[src/rtl/core/tsa_pkg.sv]
package tsa_pkg;

    localparam int IDX_W       = 10;
    localparam int IN_TDATA_W  = 208;
    localparam int IN_TUSER_W  = 2;
    localparam int OUT_TDATA_W = 64;

    localparam int QDEPTH      = 4;
    localparam int QAW         = 2;

    localparam int NUM_LANES   = 3;
    localparam int DIV_N_W     = 58;
    localparam int DIV_D_W     = 35;
    localparam int DIV_CNT_W   = 6;

    localparam int SUM_W       = 48;
    localparam int MAG_SHIFT   = 30;
    localparam int TRI_W       = 86;

    localparam logic [34:0]        DET_MIN = 35'd269;
    localparam logic signed [47:0] SUM_MAX = 48'sh7FFF_FFFF_FFFF;
    localparam logic signed [47:0] SUM_MIN = 48'sh8000_0000_0000;

    typedef enum logic [1:0] {
        OP_CLEAR = 2'd0,
        OP_LOAD  = 2'd1,
        OP_TRI   = 2'd2,
        OP_READ  = 2'd3
    } t_op;

    typedef struct packed {
        logic signed [31:0] pos_x;
        logic signed [31:0] pos_y;
        logic signed [31:0] pos_z;
        logic signed [15:0] tex_u;
        logic signed [15:0] tex_v;
        logic signed [15:0] norm_x;
        logic signed [15:0] norm_y;
        logic signed [15:0] norm_z;
    } t_vertex;

    typedef struct packed {
        t_op              op;
        logic             ok;
        logic [IDX_W-1:0] idx_a;
        logic [IDX_W-1:0] idx_b;
        logic [IDX_W-1:0] idx_c;
        t_vertex          vtx;
    } t_item;

    typedef struct packed {
        logic               neg;
        logic signed [47:0] sum_x;
        logic signed [47:0] sum_y;
        logic signed [47:0] sum_z;
    } t_acc;

    typedef struct packed {
        logic [IDX_W-1:0]   out_index;
        logic signed [15:0] tan_x;
        logic signed [15:0] tan_y;
        logic signed [15:0] tan_z;
        logic               handed_neg;
    } t_result;

    typedef enum logic [4:0] {
        ST_CLEAR,
        ST_IDLE,
        ST_TRI_RD,
        ST_TRI_SUB,
        ST_TRI_MUL,
        ST_TRI_DIF,
        ST_TRI_CHK,
        ST_TRI_DIV,
        ST_ACC_RD,
        ST_ACC_WR,
        ST_RD_WAIT,
        ST_RD_SHIFT,
        ST_RD_SQ,
        ST_RD_SUM,
        ST_RD_ROOT,
        ST_RD_DIVS,
        ST_RD_DIV,
        ST_OUT
    } t_state;

endpackage

[src/rtl/core/tsa_front.sv]
module tsa_front
    import tsa_pkg::*;
#(
    parameter int MAX_VERTICES = 1024
) (
    input  logic                  i_clk,
    input  logic                  i_rst_n,
    input  logic                  i_valid,
    output logic                  o_ready,
    input  logic [IN_TDATA_W-1:0] i_tdata,
    input  logic [IN_TUSER_W-1:0] i_tuser,
    input  logic                  i_boot,
    output logic                  o_item_valid,
    output t_item                 o_item,
    input  logic                  i_pop
);

    t_item            item;
    logic             a_ok;
    logic             b_ok;
    logic             c_ok;
    logic             push;
    t_item            r_q [QDEPTH];
    logic [QAW-1:0]   r_wr;
    logic [QAW-1:0]   r_rd;
    logic [QAW:0]     r_count;

    always_comb begin
        item.op         = t_op'(i_tuser);
        item.idx_a      = i_tdata[9:0];
        item.vtx.pos_x  = i_tdata[41:10];
        item.vtx.pos_y  = i_tdata[73:42];
        item.vtx.pos_z  = i_tdata[105:74];
        item.vtx.tex_u  = i_tdata[121:106];
        item.vtx.tex_v  = i_tdata[137:122];
        item.vtx.norm_x = i_tdata[153:138];
        item.vtx.norm_y = i_tdata[169:154];
        item.vtx.norm_z = i_tdata[185:170];
        item.idx_b      = i_tdata[195:186];
        item.idx_c      = i_tdata[205:196];
        a_ok = 32'(item.idx_a) < 32'(MAX_VERTICES);
        b_ok = 32'(item.idx_b) < 32'(MAX_VERTICES);
        c_ok = 32'(item.idx_c) < 32'(MAX_VERTICES);
        case (item.op)
            OP_LOAD, OP_READ: item.ok = a_ok;
            OP_TRI:           item.ok = a_ok && b_ok && c_ok;
            default:          item.ok = 1'b1;
        endcase
    end

    assign o_ready      = (r_count != (QAW+1)'(QDEPTH)) && !i_boot;
    assign push         = i_valid && o_ready;
    assign o_item_valid = r_count != '0;
    assign o_item       = r_q[r_rd];

    always_ff @(posedge i_clk) begin
        if (push) begin
            r_q[r_wr] <= item;
        end
    end

    always_ff @(posedge i_clk) begin
        if (!i_rst_n) begin
            r_wr    <= '0;
            r_rd    <= '0;
            r_count <= '0;
        end else begin
            if (push) begin
                r_wr <= r_wr + 1'b1;
            end
            if (i_pop) begin
                r_rd <= r_rd + 1'b1;
            end
            case ({push, i_pop})
                2'b10:   r_count <= r_count + 1'b1;
                2'b01:   r_count <= r_count - 1'b1;
                default: r_count <= r_count;
            endcase
        end
    end

    a_no_pop_empty: assert property (@(posedge i_clk) disable iff (!i_rst_n)
        i_pop |-> r_count != '0)
        else $error("queue popped while empty");

endmodule

[config.mk]
export PLATFORM = sky130hd
export DESIGN_NAME = tsa_front
export DESIGN_NICKNAME = d
export VERILOG_FILES = /design/src/rtl/core/tsa_pkg.sv /design/src/rtl/core/tsa_front.sv
export SDC_FILE = /design/constraint.sdc
export NUM_CORES = 1
export LEC_CHECK = 0
export BUFFER_PORTS_ARGS = -buffer_cell sky130_fd_sc_hd__buf_4
export CORE_AREA = 2 2 264 266
export CTS_CLUSTER_DIAMETER = 100
export DETAILED_ROUTE_END_ITERATION = 10
export DIE_AREA = 0 0 266 268
export SLEW_MARGIN = 20
export SYNTH_ARGS = -nofsm -noshare
export SYNTH_HDL_FRONTEND = slang
export SYNTH_SLANG_ARGS = --single-unit
[constraint.sdc]
create_clock -name i_clk -period 20.2 [get_ports i_clk]
set_input_delay 2.02 -clock i_clk [delete_from_list [all_inputs] [get_ports i_clk]]
set_output_delay 2.02 -clock i_clk [all_outputs]
set_load 0.1 [all_outputs]
==> out/qor.log, run 1 <==
INFO  finish         layout-drive-gt1-share=0.458
INFO  die            floorplan.initialDensity=0.447
INFO  clock_network  cts-root-to-sink-buffers=3
INFO  yosys          synthesis.area=30500um^2
INFO  worst_setup_path cp_num_buf_inv=4
INFO  yosys          synthesis.yosys.warnings=0
INFO  finish         area_growth=22.7%
INFO  worst_hold_path hold_depth=2
INFO  timing         final.setup_skew=20.0ps
INFO  detailed_routing post_route_ant_nets=0
INFO  global_route   global_route.usage.met2=0.274
INFO  flow_run       timing.max_cap.violations=0
INFO  power_and_ir_drop power_density=115nW/um^2
INFO  global_route   largest_net_degree_at_the_start_of_global_routing=134
INFO  worst_hold_path hold_path_class=reg2reg
INFO  clock_network  tritoncts=done
INFO  die            floorplan.die_area=71300um^2
INFO  timing         slew_headroom=0.181
INFO  timing         worstMarginPinSlew=1230ps
INFO  clock_network  cts_root_buf=sky130_fd_sc_hd__clkbuf_16
INFO  die            die_w=266um
INFO  yosys          yosysUniqueCellTypes=23
INFO  timing         layout_worst_path_cycle_share=0.295
INFO  yosys          synth_sequential_area_ratio=0.826
INFO  global_route   grt_pass1_vias=14300
INFO  yosys          postSynthAreaPerCell=26.7um^2
INFO  detailed_routing post_drt_via_cell_ratio=5.23
INFO  worst_setup_path arrival=3940ps
INFO  timing         finalMaxSlewViolations=0
INFO  worst_setup_path crit_type=reg2out
INFO  die            floorplan.rows=96
INFO  clock_network  cts_post_setup_buffers_inserted=0
INFO  global_route   grt_overflow_total=0
INFO  clock_network  later_pin_clock_latency_in_the_skew_report=630ps
INFO  worst_setup_path path_delay_family=buffers and inverters
INFO  detailed_routing dr.pass1.iters=4
INFO  global_route   globalRouteTotalUtil=0.169
INFO  detailed_routing routed_wire_length_per_instance=23.6um
INFO  timing         min_period=5960ps
INFO  timing         fin_tns_setup=0ps
INFO  yosys          post_synth_inst_count=1140
INFO  global_route   grtUsageMet3=0.0562
INFO  clock_network  cts_made_buffers=88
INFO  placement      detailedPlace.worstSlack=14350ps
INFO  worst_setup_path timing.critical_path.required=18180ps
INFO  die            die_h=268um
INFO  worst_setup_path worst_path_largest_cell_delay=720ps
INFO  clock_network  clkSinkCount=841
INFO  clock_network  cts.clk_slew.worst_paths=60ps
INFO  yosys          syn_nets=1361
INFO  worst_setup_path r2r.worst_path.cells=5
INFO  detailed_routing postRouteWirelength=60700um
INFO  clock_network  post_cts_resize_count=0
INFO  placement      post-place-cells=2412
INFO  detailed_routing detail_route.drc_violations=0
INFO  timing         achievable-frequency=168MHz
INFO  timing         hold_violation_total_from_the_final_report=0
INFO  timing         setup_ws=14240ps
INFO  die            ioPinCount=426
INFO  power_and_ir_drop worst_ir_drop_vdd=0.0718mV
INFO  global_route   grt_pass1_wl=89400um
INFO  global_route   top_usage_layer=met2
INFO  worst_setup_path critPathCaptureType=primary output
INFO  worst_setup_path timing.critical_path.depth=5
INFO  worst_setup_path crit_path_top_delay_cell=sky130_fd_sc_hd__buf_4
INFO  worst_setup_path timing.critical_path.mode_cell=sky130_fd_sc_hd__buf_4
INFO  die            core_region=68200um^2
INFO  worst_setup_path crit_path_cell_trace=buf_16 > buf_12 > buf_4 > mux4_2 > buf_4
INFO  timing         grt_setup_unrepaired=no
INFO  detailed_routing detailed_route_via_count=13500
INFO  worst_setup_path critical_path.startpoint_type=register
INFO  placement      gp_congestion=0.718
INFO  placement      port-buffer-count=422
INFO  yosys          ys_seq_elements=841
INFO  clock_network  htree_num_levels=3
INFO  finish         final_nets=1842
INFO  run_status     status=completed
INFO  placement      detailedPlacementHpwl=35500um
INFO  timing         setup-violations-final=0
INFO  clock_network  holdBufCountCts=0
INFO  detailed_routing detailedRoute.firstIterationViolations=862
INFO  finish         fillers=5152
INFO  worst_setup_path critical_path.max_fanout=91
INFO  finish         post_layout_nonfiller_instances=2573
INFO  global_route   grt_antenna_before_repair=5
INFO  global_route   groute.layer.met1.usage=0.220
INFO  power_and_ir_drop power.leakage=12.4nW
## Yosys cell counts
master,n,area share
sky130_fd_sc_hd__edfxtp_1,832,0.82
sky130_fd_sc_hd__mux4_2,208,0.15
sky130_fd_sc_hd__buf_2,23,0.0038
sky130_fd_sc_hd__buf_6,15,0.0055
sky130_fd_sc_hd__and2_1,9,0.0018
sky130_fd_sc_hd__dfxtp_1,9,0.0059
sky130_fd_sc_hd__buf_1,8,0.00099
sky130_fd_sc_hd__inv_1,6,0.00074
sky130_fd_sc_hd__nand2_1,6,0.00074
sky130_fd_sc_hd__ha_1,5,0.0021
sky130_fd_sc_hd__a21oi_1,2,0.00033
sky130_fd_sc_hd__mux2i_1,2,0.00066
sky130_fd_sc_hd__o21ai_0,2,0.00033
sky130_fd_sc_hd__or3_1,2,0.00041
sky130_fd_sc_hd__xnor2_1,2,0.00058
sky130_fd_sc_hd__xor2_1,2,0.00058
sky130_fd_sc_hd__a21boi_0,1,0.00025
sky130_fd_sc_hd__buf_4,1,0.00025
sky130_fd_sc_hd__clkbuf_1,1,0.00012
sky130_fd_sc_hd__conb_1,1,0.00012
sky130_fd_sc_hd__fa_1,1,0.00066
sky130_fd_sc_hd__nand2b_1,1,0.00021
sky130_fd_sc_hd__nor2_1,1,0.00012
## worst paths after layout
check	start	to	slack, ps
worst max-delay path	register	o_item[188]	14240
worst min-delay path	r_wr[1]$_SDFFE_PN0P_	r_wr[1]$_SDFFE_PN0P_	520
worst max register to register	r_count[1]$_SDFFE_PN0P_	r_q[1][139]$_DFFE_PP_	16320
worst min register to register	r_wr[1]$_SDFFE_PN0P_	r_wr[1]$_SDFFE_PN0P_	520
## layout make-up
cell class | instances | area [um^2] | share of cell area
sequential | 841 | 25200 | 0.673
multi-input combinational | 245 | 4960 | 0.133
timing repair buffer | 439 | 3350 | 0.0897
clock buffer | 110 | 2370 | 0.0633
tap | 882 | 1100 | 0.0295
clock inverter | 48 | 403 | 0.0108
inverter | 6 | 22.5 | 0.000602
antenna | 2 | 5.00 | 0.000134
## worst min-delay path, delay by kind of cell (launching register included)
kind,cells,cell delay (ps)
DFF,1,330
and+or+nand+nor,1,60
muxes,1,60
## state kept, by name, summed over array words and instances (netlist names), named ones only
name and flops:
r_wr 2, r_count 3, r_q 832, r_rd 2
## routing by layer
layer	wire length, um	share of wire	vias to the layer above
li1	-	-	5909
met2	30000	0.49	386
met3	4870	0.080	89
met5	43	0.00071	-
met1	24700	0.41	7078
met4	1190	0.020	6
## power breakdown
part           total (mW)  internal (mW)  switching [mW]
Clock                1.53          0.896           0.638
Sequential           1.99           1.97          0.0152
Combinational       0.777          0.193           0.584
Total                4.30           3.06            1.24
## placed cells by master (no fill, tap or decap), drive strengths merged
master    Yosys  final
xor2          2      2
a21boi        1      1
diode         0      2
bufinv        0      5
clkinv        0     39
mux4        208    208
nand2b        1      1
clkinvlp      0      1
dfxtp         9      9
fa            1      1
nor2          1      1
clkbuf        1    110
mux2i         2      2
ha            5      5
o21ai         2      2
conb          1      1
a21oi         2      2
or3           2      2
and2          9      9
edfxtp      832    832
buf          47    439
xnor2         2      2
inv           6      9
nand2         6      6
## per-stage QoR
| step | total power [mW] | utilization | hold slack, ps | cell area [um^2] |
|---|---|---|---|---|
| floorplan | 2.63 | - | 468 | 30500 |
| detailed placement | 2.81 | 0.507 | 510 | 34600 |
| global route | 4.44 | 0.548 | 544 | 37400 |
| global placement | 2.80 | 0.507 | 485 | 34600 |
| CTS | 4.35 | 0.548 | 518 | 37400 |
| finish | 4.30 | 0.548 | 516 | 37400 |
## cells by family (layout without fill, tap and decap cells)
group | Yosys count | in the layout | synth area share
AO/OA/AOI/OAI | 5 | 5 | 0.000904
XOR/XNOR | 4 | 4 | 0.00115
adder cells (fa/ha/maj) | 6 | 6 | 0.00271
buffers and inverters | 54 | 603 | 0.0114
flip-flops | 841 | 841 | 0.826
multiplexers | 210 | 210 | 0.154
other | 1 | 3 | 0.000123
AND/OR/NAND/NOR | 19 | 19 | 0.00333
Power figures use the tool's default switching activity.
==> run 2: changes to the inputs <==
- clock period: 20.2 -> 5.85 ns (I/O delays scaled with it)
==> run 2 against run 1 <==
Net effect:
- global-route usage fell by 0.053 points
- sequential cell count stayed put
- clock power grew to 3.3 times the previous value
- sequential share of layout area up 0.083 points
- critical path depth is 2 lower
- clock-buffer cell count down 3
- register-to-register slack got worse by 13000 ps
- die area unchanged
- setup slack worse by 12000 ps
- total power increased to 3.4 times the previous value
- largest power group unchanged
==> out/qor.log, run 2 (synthesized netlist as in run 1, its figures left out) <==
INFO  placement      gp_congestion=0.735 [was 0.718]
INFO  worst_setup_path critical_path.max_fanout=64 [was 91]
INFO  finish         highest_count_cells_in_the_layout_ignoring_fill_and_taps=sky130_fd_sc_hd__edfxtp_1 (832), sky130_fd_sc_hd__buf_4 (430), sky130_fd_sc_hd__mux4_2 (208) [was sky130_fd_sc_hd__edfxtp_1 (832), sky130_fd_sc_hd__buf_4 (435), sky130_fd_sc_hd__mux4_2 (208)]
INFO  die            die_h=268um [unchanged]
INFO  global_route   grt_overflow_total=0 [unchanged]
INFO  clock_network  clkSinkCount=841 [unchanged]
INFO  detailed_routing dr.pass1.iters=5 [was 4]
INFO  power_and_ir_drop power.leakage=12.3nW [was 12.4 nW]
INFO  timing         worstMarginPinSlew=1020ps [was 1230 ps]
INFO  timing         slew_headroom=0.321 [was 0.181]
INFO  placement      detailedPlacementHpwl=36100um [was 35500 um]
INFO  clock_network  htree_num_levels=3 [unchanged]
INFO  timing         hold_violation_total_from_the_final_report=0 [unchanged]
INFO  clock_network  cts_post_setup_buffers_inserted=0 [unchanged]
INFO  detailed_routing detailed_route_via_count=13500 [about the same]
INFO  global_route   grt_antenna_before_repair=6 [was 5]
INFO  worst_setup_path timing.reg2reg.setup_slack=2960ps [was 16320 ps]
INFO  clock_network  post_cts_resize_count=0 [unchanged]
INFO  finish         largest_reg_flops=832 [unchanged]
INFO  die            floorplan.rows=96 [unchanged]
INFO  detailed_routing post_route_ant_nets=0 [unchanged]
INFO  run_status     status=completed [unchanged]
INFO  power_and_ir_drop power_density=391nW/um^2 [was 115 nW/um^2]
INFO  global_route   globalRouteTotalUtil=0.169 [about the same]
INFO  detailed_routing routed_wire_length_per_instance=23.6um [about the same]
INFO  power_and_ir_drop seq_power_share=0.471 [was 0.462]
INFO  clock_network  cts.clk_slew.worst_paths=60ps [about the same]
INFO  worst_setup_path crit_type=reg2out [unchanged]
INFO  die            floorplan.die_area=71300um^2 [unchanged]
INFO  placement      port-buffer-count=422 [unchanged]
INFO  timing         grt_setup_unrepaired=no [unchanged]
INFO  die            core_region=68200um^2 [unchanged]
INFO  die            ioPinCount=426 [unchanged]
INFO  worst_setup_path critical_path.startpoint_type=register [unchanged]
INFO  worst_setup_path timing.critical_path.required=5270ps [was 18180 ps]
INFO  global_route   grt_pass1_wl=88800um [was 89400 um]
INFO  clock_network  tritoncts=done [unchanged]
INFO  timing         layout_worst_path_cycle_share=0.619
INFO  clock_network  cts_root_buf=sky130_fd_sc_hd__clkbuf_16 [unchanged]
INFO  clock_network  cts-root-to-sink-buffers=3 [unchanged]
INFO  detailed_routing detailedRoute.firstIterationViolations=863 [was 862]
INFO  power_and_ir_drop worst_ir_drop_vdd=0.263mV [was 0.0718 mV]
INFO  power_and_ir_drop switching_share=0.288 [about the same]
INFO  worst_setup_path critPathCaptureType=primary output [unchanged]
INFO  die            die_w=266um [unchanged]
INFO  finish         final_common_cell=sky130_fd_sc_hd__edfxtp_1 [unchanged]
INFO  timing         finalMaxSlewViolations=0 [unchanged]
INFO  timing         final.setup_skew=18.6ps [was 20.0 ps]
INFO  flow_run       timing.max_cap.violations=0 [unchanged]
INFO  clock_network  later_pin_clock_latency_in_the_skew_report=620ps [was 630 ps]
INFO  timing         setup_ws=2230ps [was 14240 ps]
INFO  detailed_routing postRouteWirelength=60600um [was 60700 um]
INFO  finish         area_growth=22.6% [was 22.7%]
INFO  global_route   grt_pass1_vias=14300 [about the same]
INFO  finish         seq_cell_area=25200um^2 [unchanged]
INFO  finish         layout_top_registers=r_q (832), r_count (3) [unchanged]
INFO  timing         setup-violations-final=0 [unchanged]
INFO  finish         layout-drive-gt1-share=0.453 [was 0.458]
INFO  finish         final_nets=1843 [was 1842]
INFO  die            floorplan.initialDensity=0.447 [unchanged]
INFO  detailed_routing post_drt_via_cell_ratio=5.24 [was 5.23]
INFO  timing         fin_tns_setup=0ps [unchanged]
INFO  clock_network  cts_made_buffers=87 [was 88]
INFO  timing         achievable-frequency=276MHz
INFO  clock_network  holdBufCountCts=0 [unchanged]
INFO  worst_hold_path hold_path_class=in2reg [was reg2reg]
INFO  finish         fillers=5208 [was 5152]
INFO  finish         multi_input_area=4960um^2 [unchanged]
INFO  detailed_routing detail_route.drc_violations=0 [unchanged]
INFO  placement      detailedPlace.worstSlack=2540ps [was 14350 ps]
INFO  timing         min_period=3620ps
INFO  power_and_ir_drop pwr-share-comb=0.183 [was 0.181]
INFO  power_and_ir_drop power_switching=4.20mW [was 1.24 mW]
INFO  global_route   largest_net_degree_at_the_start_of_global_routing=116 [was 134]
INFO  power_and_ir_drop internal_power=10.4mW [was 3.06 mW]
INFO  worst_setup_path arrival=3040ps [was 3940 ps]
INFO  finish         largest_register=r_q [unchanged]
INFO  power_and_ir_drop power.share.clock=0.346 [was 0.357]
[run 2: cell count changes in the layout (fill, tap and decap cells not counted), sizes merged]
cell      before  now
inv            9    6
buf          439  441
bufinv         5    4
diode          2    1
clkbuf       110  107
clkinvlp       1    2
clkinv        39   44
[run 2: per-layer routing]
layer	vias to the layer above	GRT usage	part of all wire
li1	5916	-	-
met1	7090	0.224	0.41
met2	374	0.269	0.49
met3	88	0.0502	0.073
met4	10	0.0554	0.021
met5	-	0	0.0013
[run 2: final timing paths]
kind	start	cells after the start	end
hold reg to reg	r_wr[0]$_SDFFE_PN0P_	2	r_wr[0]$_SDFFE_PN0P_
setup / recovery	register	3	o_item[208]
hold / removal	i_tdata[106]	1	r_q[3][64]$_DFFE_PP_
setup reg to reg	r_count[1]$_SDFFE_PN0P_	4	r_q[3][136]$_DFFE_PP_
[run 2: stage by stage]
step | hold slack (ps) | cell area [um^2] | std cells | util | power (mW)
final | 159 | 37300 | 2573 | 0.547 | 14.6
after global routing | 133 | 37300 | 2573 | 0.547 | 15.1
after CTS | 118 | 37300 | 2572 | 0.547 | 14.8
after detailed placement | 498 | 34700 | 2415 | 0.509 | 9.71
after global placement | 480 | 34700 | 2415 | 0.509 | 9.68
after floorplan | 468 | 30500 | 1140 | - | 9.06
[run 2: power groups by stage]
stage | registers [mW] | logic [mW] | clock network [mW]
after floorplan | 6.98 | 2.09 | 0
after CTS | 6.88 | 2.70 | 5.21
after global placement | 7.00 | 2.69 | 0
after detailed placement | 7.01 | 2.70 | 0
final | 6.88 | 2.67 | 5.06
after global routing | 6.89 | 2.76 | 5.44
[run 2: final cells by class]
type                            instances  share of cell area
Sequential cell                       841               0.674
Multi-Input combinational cell        245               0.133
Clock inverter                         50             0.00962
Inverter                                6            0.000603
Antenna cell                            1           0.0000670
Tap cell                              882              0.0295
Timing Repair Buffer                  441              0.0923
Clock buffer                          107              0.0609
[run 2: critical path, stage by stage (launching register included)]
cell                      delay [ps]
sky130_fd_sc_hd__dfxtp_4         970
sky130_fd_sc_hd__buf_12          530
sky130_fd_sc_hd__mux4_2          610
sky130_fd_sc_hd__buf_4           260
